`src/hw/rtl/slen_pkg.sv`:
```
// Shared types and codes for the sorted list engine.
// No dependencies; every other file of the block imports this package.
`timescale 1ns / 1ps

package slen_pkg;

   localparam int VALUE_W   = 32;
   localparam int INDEX_W   = 4;
   localparam int COMMAND_W = 2;
   localparam int STATUS_W  = 2;

   // command codes
   localparam logic [COMMAND_W-1:0] CMD_INSERT    = 2'd0;
   localparam logic [COMMAND_W-1:0] CMD_DEL_VALUE = 2'd1;
   localparam logic [COMMAND_W-1:0] CMD_DEL_INDEX = 2'd2;

   // status codes
   localparam logic [STATUS_W-1:0] ST_DONE      = 2'd0;
   localparam logic [STATUS_W-1:0] ST_FULL      = 2'd1;
   localparam logic [STATUS_W-1:0] ST_NOT_FOUND = 2'd2;
   localparam logic [STATUS_W-1:0] ST_RANGE     = 2'd3;

   // command broadcast to every cell of the row
   typedef struct packed {
      logic [COMMAND_W-1:0]      command;
      logic signed [VALUE_W-1:0] value;
      logic [INDEX_W-1:0]        index;
   } bcast_type;

endpackage

```
`src/hw/rtl/slen_cell.sv`:
```
// One position of the sorted row: holds one entry and shifts with its neighbors.
// Depends on slen_pkg for the broadcast type and command codes.
`timescale 1ns / 1ps

module slen_cell #(
   parameter int DEPTH = 16,
   parameter int INDEX = 0,
   localparam int CNT_W = $clog2(DEPTH + 1)
) (
   input  logic                               clock,
   input  slen_pkg::bcast_type                bcast,
   input  logic [CNT_W-1:0]                   count,
   input  logic                               write_en,
   input  logic signed [slen_pkg::VALUE_W-1:0] left_entry,
   input  logic                               left_shift,
   input  logic signed [slen_pkg::VALUE_W-1:0] right_entry,
   output logic signed [slen_pkg::VALUE_W-1:0] entry,
   output logic                               shift,
   output logic                               found
);
   import slen_pkg::*;

   logic signed [VALUE_W-1:0] entry_ff;
   logic signed [VALUE_W-1:0] entry_in;
   logic                      occupied;
   logic                      value_less;
   logic                      ins_mark;
   logic                      del_mark;

   assign occupied   = CNT_W'(INDEX) < count;
   assign value_less = bcast.value < entry_ff;

   // insert point and everything above it move up
   assign ins_mark = !occupied || value_less;

   always_comb begin
      del_mark = 1'b0;
      case (bcast.command)
         CMD_DEL_VALUE: del_mark = occupied && !(entry_ff < bcast.value);
         CMD_DEL_INDEX: del_mark = INDEX >= int'(bcast.index);
         default:       del_mark = 1'b0;
      endcase
   end

   // first cell at or above the value, and equal to it
   assign found = (bcast.command == CMD_DEL_VALUE) && del_mark && !left_shift &&
                  (entry_ff == bcast.value);

   assign shift = (bcast.command == CMD_INSERT) ? ins_mark : del_mark;

   always_comb begin
      entry_in = entry_ff;
      if (bcast.command == CMD_INSERT) begin
         if (ins_mark) begin
            entry_in = left_shift ? left_entry : bcast.value;
         end
      end else if (del_mark) begin
         entry_in = right_entry;
      end
   end

   always_ff @(posedge clock) begin
      if (write_en) begin
         entry_ff <= entry_in;
      end
   end

   assign entry = entry_ff;

endmodule

```
`config.mk`:
```
export PLATFORM = sky130hd
export DESIGN_NAME = slen_cell
export DESIGN_NICKNAME = d
export VERILOG_FILES = /design/src/hw/rtl/slen_pkg.sv /design/src/hw/rtl/slen_cell.sv
export SDC_FILE = /design/constraint.sdc
export NUM_CORES = 1
export LEC_CHECK = 0
export ABC_AREA = 1
export BUFFER_PORTS_ARGS = -buffer_cell sky130_fd_sc_hd__buf_2
export CAP_MARGIN = 25
export CORE_MARGIN = 5
export CORE_UTILIZATION = 45
export CTS_CLUSTER_DIAMETER = 150
export DETAILED_ROUTE_END_ITERATION = 16
export PLACE_DENSITY_LB_ADDON = 0.05
export SLEW_MARGIN = 15
export SYNTH_ARGS = -nofsm -noshare
export SYNTH_HDL_FRONTEND = slang
export SYNTH_SLANG_ARGS = --single-unit
```
`constraint.sdc`:
```
create_clock -name clock -period 3.8 [get_ports clock]
set_input_delay 0.38 -clock clock [delete_from_list [all_inputs] [get_ports clock]]
set_output_delay 0.38 -clock clock [all_outputs]
set_load 0.005 [all_outputs]
```
* Yosys cells after proc, flatten, opt, wreduce, memory -nomap -nowiden
Cells that the tools add are included.
** Storage, ports and cells
- Output and inout bits :: 34
- Word-level logic and storage cells :: 26
- Memories :: 0
- ROM bits :: 0
- Memory bits (writable) :: 0
- Latch bits :: 0
- Bits in registers :: 32
- Bits of input ports :: 110
** Operators by class
- Equality and inequality tests :: 4
- Bitwise operators :: 0
- Divide/modulo/power cells :: 0
- Multipliers :: 0
- Shifts and indexed selects :: 0
- Reductions and logical operators :: 11
- Add/subtract/negate cells :: 0
- Mux-type cells :: 6
- $lt $le $gt $ge :: 4
** Operators by type and width (number)
- 32-bit two-way mux :: 4
- 32-bit less-than comparator :: 2
- 32-bit equality test :: 1
- 1-bit by 5-bit less-than comparator with 1-bit output, first input constant :: 1
- 1-bit by 4-bit greater-or-equal comparator with 1-bit output, first input constant :: 1
- 1-bit logical AND :: 4
- 1-bit logical NOT :: 3
- 3-bit AND reduction :: 1
- 2-bit by 1-bit equality test with 1-bit output, second input constant :: 1
- 2-bit equality test, second input constant :: 1
- 2-bit logical NOT :: 1
- 2-bit != test, second input constant :: 1
- 1-bit one-hot mux with 2 select lines :: 1
- 2-bit nonzero test :: 1
- 1-bit logical OR :: 1
- 1-bit two-way mux :: 1

* Depth between registers and ports, before layout
Gate-level depths: netlist (run 1).
- Depth after elaboration :: 7
- Depth in mapped cells :: 18
- Depth with buffers taken out :: 18

* Worst setup path before layout (run 1)
Ideal clock, no wire load.
- Kind :: reg-to-reg
- From :: register entry_ff[31], in the netlist entry[31]
- To :: register entry_ff[0], in the netlist entry[0], enable pin
- Setup slack :: 871 ps
- Required time :: 3400 ps
- Path buffers :: 0
- Clock period less this slack :: 2929 ps
- Data arrival time :: 2529 ps
- Setup time :: 400 ps
- Stages on the path, launching flop included :: 12
- Path through :: edfxtp_1 ha_1 nand2_1 nor2_2 nand2_2 nor4_4 nand2_1 nand3_1 nand3_1 nand2_2 nand3_2 a21oi_2
** On the way
- Cells in the longest elaborated chain, start to end :: 6
- Elaborated cells between the ends (all ways) :: 9
- Those cells by class :: 2 x order compare; 1 x eq/ne; 1 x mux; 5 x reduce/logical
** RTL lines
- start: declaration :: line slen_cell.sv:23 : logic signed [VALUE_W-1:0] entry_ff;
- start signal: assignment :: line slen_cell.sv:64 : entry_ff <= entry_in;
- 32-bit less-than comparator :: line slen_cell.sv:39 : CMD_DEL_VALUE: del_mark = occupied && !(entry_ff < bcast.value);
- 1-bit logical NOT :: line slen_cell.sv:39
- 1-bit logical AND :: line slen_cell.sv:39
- 1-bit one-hot mux with 2 select lines :: line slen_cell.sv:38 : case (bcast.command)
- 2-bit nonzero test (no source line)
- 3-bit AND reduction (no source line) *
Every way passes the cells marked *; elsewhere a longest branch is shown, timed or not.
A chain may end at the register's enable or synchronous reset.

* Final worst setup path (run 1)
- From :: register entry_ff[31], in the netlist entry[31]
- To :: register entry_ff[9], in the netlist entry[9], enable pin
The elaborated chain is that of the path after synthesis.

==> results of run 1 <==
cell usage in the layout (no fill, tap or decap):
master / synthesis / layout
nand3_1: 4 / 4
buf_2: 0 / 143
nand2_2: 2 / 2
a21oi_4: 0 / 1
buf_4: 0 / 3
nor3_1: 1 / 1
clkinv_2: 0 / 2
inv_2: 1 / 1
nor4_4: 1 / 1
buf_16: 0 / 1
nor2_1: 41 / 41
inv_1: 44 / 44
nor2_2: 1 / 1
o21ai_0: 57 / 57
clkbuf_8: 0 / 5
a21o_1: 2 / 2
a21oi_1: 14 / 14
o21ai_1: 10 / 10
clkinv_1: 1 / 2
nor3_2: 1 / 1
edfxtp_1: 32 / 32
o21a_1: 2 / 2
ha_1: 35 / 35
nor4_1: 1 / 1
nand2_1: 74 / 74
nand3_2: 1 / 1
nand4_1: 2 / 2
power groups by stage:
stage	Clock (mW)	Sequential, mW	Combinational (mW)
2_1_floorplan	0	0.427	0.121
6_report	0.255	0.419	0.235
3_5_place_dp	0	0.427	0.236
4_1_cts	0.261	0.419	0.238
5_1_grt	0.279	0.420	0.272
3_3_place_gp	0	0.426	0.228
area by class of cell:
cell class                      count  area share, %
Multi-Input combinational cell    250           40.8
Sequential cell                    32           27.5
Timing Repair Buffer              147           21.9
Inverter                           46           4.94
Tap cell                           72           2.58
Clock buffer                        5           1.97
Clock inverter                      3          0.394
how the worst min path moves through the flow:
stage / end / depth (start not counted)
2_1_floorplan: entry[0] / 2
3_3_place_gp: entry[18] / 3
3_5_place_dp: entry[15] / 3
4_1_cts: entry[15] / 3
5_1_grt: entry[9] / 3
6_report: entry[19] / 3
worst register-to-register path: cells and delay by family (launching register included):
family                     cells  cell delay (ps)
and+or+nand+nor                9              960
DFF                            1              410
buffers and inverters          1              390
adders and majority gates      1              360
AOI/OAI and AO/OA              1              240
per-stage QoR:
stage               instance area [um^2]  total power [mW]
detailed placement                  3410             0.663
global placement                    3390             0.654
CTS                                 3500             0.918
floorplan                           2600             0.549
global route                        3500             0.972
finish                              3500             0.909
metal layers:
layer,vias to the layer above,part of all wire [%]
met3,11,8.0
met1,1187,44
met2,104,47
met4,0,1.5
li1,1416,-
met5,-,0
logic make-up after synthesis:
logic type                 count (synthesis)  share of synthesized area [%]
AOI/OAI and AO/OA                         86                           17.1
adders and majority gates                 35                           16.9
buffers and inverters                     58                           8.39
DFF                                       32                           37.0
and+or+nand+nor                          129                           20.6
==> flow_summary.yaml, run 1 <==
synthesis:
  syn_inst: 340
  syn-cell-area_mm2: 0.00260
  synth_largest_area_cell: "edfxtp_1"
  synth_top_area_share_pct: 37.0
  synthTopCellsByArea: "edfxtp_1, ha_1, o21ai_0"
  yosysMostFrequentCell: "nand2_1"
  ys_types: 24
  synth_edf_count: 32
  synth_common_cells: "nand2_1, o21ai_0, inv_1"
  yosys_register_bits: 32
  synthFlopType: "edfxtp_1"
  syn_nets: 485
  synth.avg_cell_area_um2: 7.64
  yosysSeqAreaShare_pct: 37.0
  synthArstFlopShare_pct: 0
  yosysWarnings: 0
route:
  drt_wl_total_um: 7560
  routed_via_density: 4.90
  drt_iter0_drc: 93
  drc: 0
  wl_per_cell_um: 13.6
  vias: 2718
  drtPass1Iterations: 4
  postRouteAntennaNets: 0
worst_hold_path:
  hold_path_class: "in2reg"
  hp-start: "right_entry[19]"
worst_setup_path:
  timing_worst_setup_path_type: "reg2reg"
  cp_max_fo: 27
  crit_cells: 12
  start_kind: "register"
  r2r_slack_ps: 1080
  path_cells: "ha_1 -> nand2_1 -> nor2_2 -> nand2_2 -> nor4_4 -> nand2_1 -> nand3_1 -> nand3_1 -> nand2_2 -> nand3_2 -> a21oi_4 -> buf_4"
  cpLargestDelayFamily: "simple AND/OR/NAND/NOR gates"
  worstPathArrival_ps: 2670
  reg2reg_depth: 12
  path_buf_inv: 1
  critical_path_required_ps: 3750
  reg2reg_from: "entry[31]"
  cpMaxStageDelayCell: "edfxtp_1"
  slowest_delay_ps: 410
  critPathLaunch: "entry[31]"
  endpoint: "entry[9]"
  crit_path_end_kind: "register"
  r2r-end: "entry[9]"
clock_tree:
  htreeDepth: 2
  cts_tree: "built"
  cts_made_buffers: 5
  ctsHoldBuffers: 0
  clockRootBuffer: "clkbuf_8"
  clk_latency_ps: 290
  cts_sinks: 32
  ctsResizeCount: 0
  clk_path_buf_depth: 2
  post_cts.repair.setup_buffers: 0
  clk_transition_reported_paths_ps: 70
die:
  die_x_um: 86.0
  start_util_pct: 46.9
  fp-row-count: 27
  die_h_um: 86.0
  io_pins: 144
  core_mm2: 0.00554
  dieArea_mm2: 0.00739
timing:
  tns_ps: 0
  fmax_mhz: 368
  finalHoldViolCount: 0
  relSlewSlack_pct: 62.2
  slew_violations: 0
  min_period_ps: 2720
  final.setup_skew_ps: 6.51
  timing.final.ws_setup_ps: 1080
  setup_viol: 0
  min_period_over_period_pct: 71.6
  rsz0062_at_grt: "false"
  whs_ps: 371
  worst_pin_slew_ps: 568
placed_design:
  post-place-ws_ps: 1010
  dp_cells: 547
  place_congestion: 0.819
  place.port_buffers: 143
  dp_hpwl_um: 6000
finish:
  seq_area_um2: 961
  fin_cells: 555
  drive_gt1_share_pct: 33.5
  utilization_pct: 63.1
  fin_nets: 627
  area_growth_pct: 34.7
  largest_reg_flops: 32
  num_antenna_cells: 0
  multi_input_area_mm2: 0.00143
  fillerInstances: 553
power_and_ir_drop:
  p_seq_share_pct: 46.1
  leakage_nw: 1.85
  internal-power_uw: 642
  clockPowerShare_pct: 28.0
  ir_worst_vdd_v: 0.000159
  p_sw_uw: 266
  powerDensity_mw_per_mm2: 260
  swShare_pct: 29.3
  p_comb_share_pct: 25.9
grt:
  grt_start_max_net_pins: 34
  globalRouteTotalUtil_pct: 20.6
  busiest_layer: "met2"
  grt_use_met1_pct: 26.3
  met2_usage_pct: 34.5
  use_met3_pct: 4.42
  first_global_vias: 2691
  overflow: 0
  grt_pass1_wl_um: 12200
  antenna_found_initial: 0
outcome:
  status: "finished clean"
run:
  drv_cap: 0
No activity file was read; power rests on OpenSTA's default activity.
==> run 2: changes to the inputs <==
clock period = 2.68 ns   (was 3.8 ns; I/O delays follow)
==> run 2 against run 1 <==
Against the previous run: sequential cell count unchanged; critical endpoint is now found; largest power group unchanged; setup slack lost 840 ps; via count down 0.55%; utilization down 0.068 points; first-iteration DRC count fell by 18%; hold slack got worse by 110 ps.
==> flow_summary.yaml, run 2 (synthesis gave the netlist of run 1 again) <==
die:
  die_x_um: 86.0
  core_mm2: 0.00554
  io_pins: 144
  dieArea_mm2: 0.00739
  start_util_pct: 46.9
  fp-row-count: 27
  die_h_um: 86.0
placed_design:
  dp_hpwl_um: 5980
  place_congestion: 0.767
  dp_cells: 549
  dpl-instance-area_mm2: 0.00341
  place.port_buffers: 143
clock_tree:
  ctsHoldBuffers: 0
  clockRootBuffer: "clkbuf_8"
  cts_tree: "built"
  htreeDepth: 2
  cts_made_buffers: 5
  clk_transition_reported_paths_ps: 70
  cts_sinks: 32
  clk_latency_ps: 280
  clk_path_buf_depth: 2
timing:
  slew_violations: 0
  setup_viol: 0
  relSlewSlack_pct: 65.9
  worst_pin_slew_ps: 511
  rsz0062_at_grt: "false"
  finalHoldViolCount: 0
  fmax_mhz: 410
  whs_ps: 263
  final.setup_skew_ps: 9.70
  min_period_over_period_pct: 91.1
  tns_ps: 0
  min_period_ps: 2440
worst_setup_path:
  r2r_slack_ps: 280
  reg2reg_from: "entry[5]"
  cp_max_fo: 2
  slowest_delay_ps: 400
  start_kind: "register"
  worstPathArrival_ps: 2170
  critical_path_required_ps: 2410
  reg2reg_depth: 15
  cpMostUsedCell: "nand2_1"
  path_cells: "ha_1 -> a21oi_1 -> nor2_1 -> nor2_1 -> nand2_1 -> nand2_1 -> nand2_1 -> nand2_1 -> nand2_1 -> nand2_1 -> nand3_1 -> nand2_2 -> nand2_1 -> nor3_2 -> buf_2"
  r2r-end: "entry[6]"
  timing_worst_setup_path_type: "reg2out"
  cpMaxStageDelayCell: "edfxtp_1"
  crit_path_end_kind: "primary output"
worst_hold_path:
  hp-start: "right_entry[0]"
  whs_path_depth: 3
  holdPathEnd: "entry[0]"
  hold_path_class: "in2reg"
route:
  drtPass1Iterations: 4
  drt_iter0_drc: 76
  drc: 0
  drt_wl_total_um: 7440
  vias: 2703
  postRouteAntennaNets: 0
  wl_per_cell_um: 13.4
  routed_via_density: 4.85
grt:
  globalRouteTotalUtil_pct: 20.2
  first_global_vias: 2653
  grt_pass1_wl_um: 12000
  overflow: 0
  grt_start_max_net_pins: 33
  antenna_found_initial: 0
power_and_ir_drop:
  powerDensity_mw_per_mm2: 366
  ir_worst_vdd_v: 0.000252
  leakage_nw: 1.85
finish:
  final_common_cell: "buf_2"
  utilization_pct: 63.1
  final_cell_mix: "buf_2, nand2_1, o21ai_0, inv_1, nor2_1"
  num_antenna_cells: 0
  fin_nets: 629
  drive_gt1_share_pct: 33.4
  fillerInstances: 524
  fin_cells: 557
  design_area_mm2: 0.00349
  largest_reg_flops: 32
  area_growth_pct: 34.6
run:
  drv_cap: 0
outcome:
  status: "finished clean"
[run 2: cell count changes in the layout (fill, tap and decap cells not counted)]
cell      delta
buf_4        +2
clkbuf_1     +2
clkinv_2     -2
buf_16       -1
buf_6        +1
[run 2: timing repair]
action,4_1_cts,5_1_grt
setup endpoints to repair,0,12
gates resized for setup,0,1
buffers inserted,0,0
[run 2: worst max-delay path by stage]
stage	startpoint	endpoint	cells past startpoint
after CTS	entry[31]	entry[6]	12
after floorplan	entry[31]	entry[0]	11
after global placement	bcast[11]	entry[7]	16
final	entry[5]	found	15
after global routing	entry[5]	shift	15
after detailed placement	bcast[35]	entry[7]	14
[run 2: metal layers]
| metal | routed length [um] | up-vias | GRT usage (%) |
|---|---|---|---|
| met2 | 3370 | 106 | 33.7 |
| met4 | 102 | 0 | 5.04 |
| li1 | - | 1421 | - |
| met5 | 0 | - | 0 |
| met1 | 3280 | 1167 | 25.9 |
| met3 | 690 | 9 | 5.57 |
[run 2: per-stage QoR]
stage / setup WS [ps] / power (mW)
after floorplan: 120 / 0.779
after global placement: 270 / 0.930
after detailed placement: 224 / 0.939
after CTS: 207 / 1.29
after global routing: 21.3 / 1.37
final: 239 / 1.28
[run 2: power by group]
group          internal, mW  leakage [nW]  switching, mW
combinational         0.152          1.52          0.181
sequential            0.583         0.293         0.0108
clock                 0.181        0.0399          0.172
total                 0.916          1.85          0.364
[run 2: area by class of cell]
class	instances	area (um^2)	area share, %
clock buffer	7	76.3	2.18
clock inverter	1	3.75	0.107
inverter	46	173	4.94
multi-input combinational	250	1430	40.8
sequential	32	961	27.5
tap	72	90.1	2.58
timing repair buffer	149	764	21.9
[run 2: worst max-delay path: cells and delay by family, from the launching register on]
family / cells / cell delay (ps)
flops: 1 / 400
fa+ha+maj: 1 / 310
compound gates: 1 / 140
simple gates: 12 / 910
buf+inv: 1 / 140
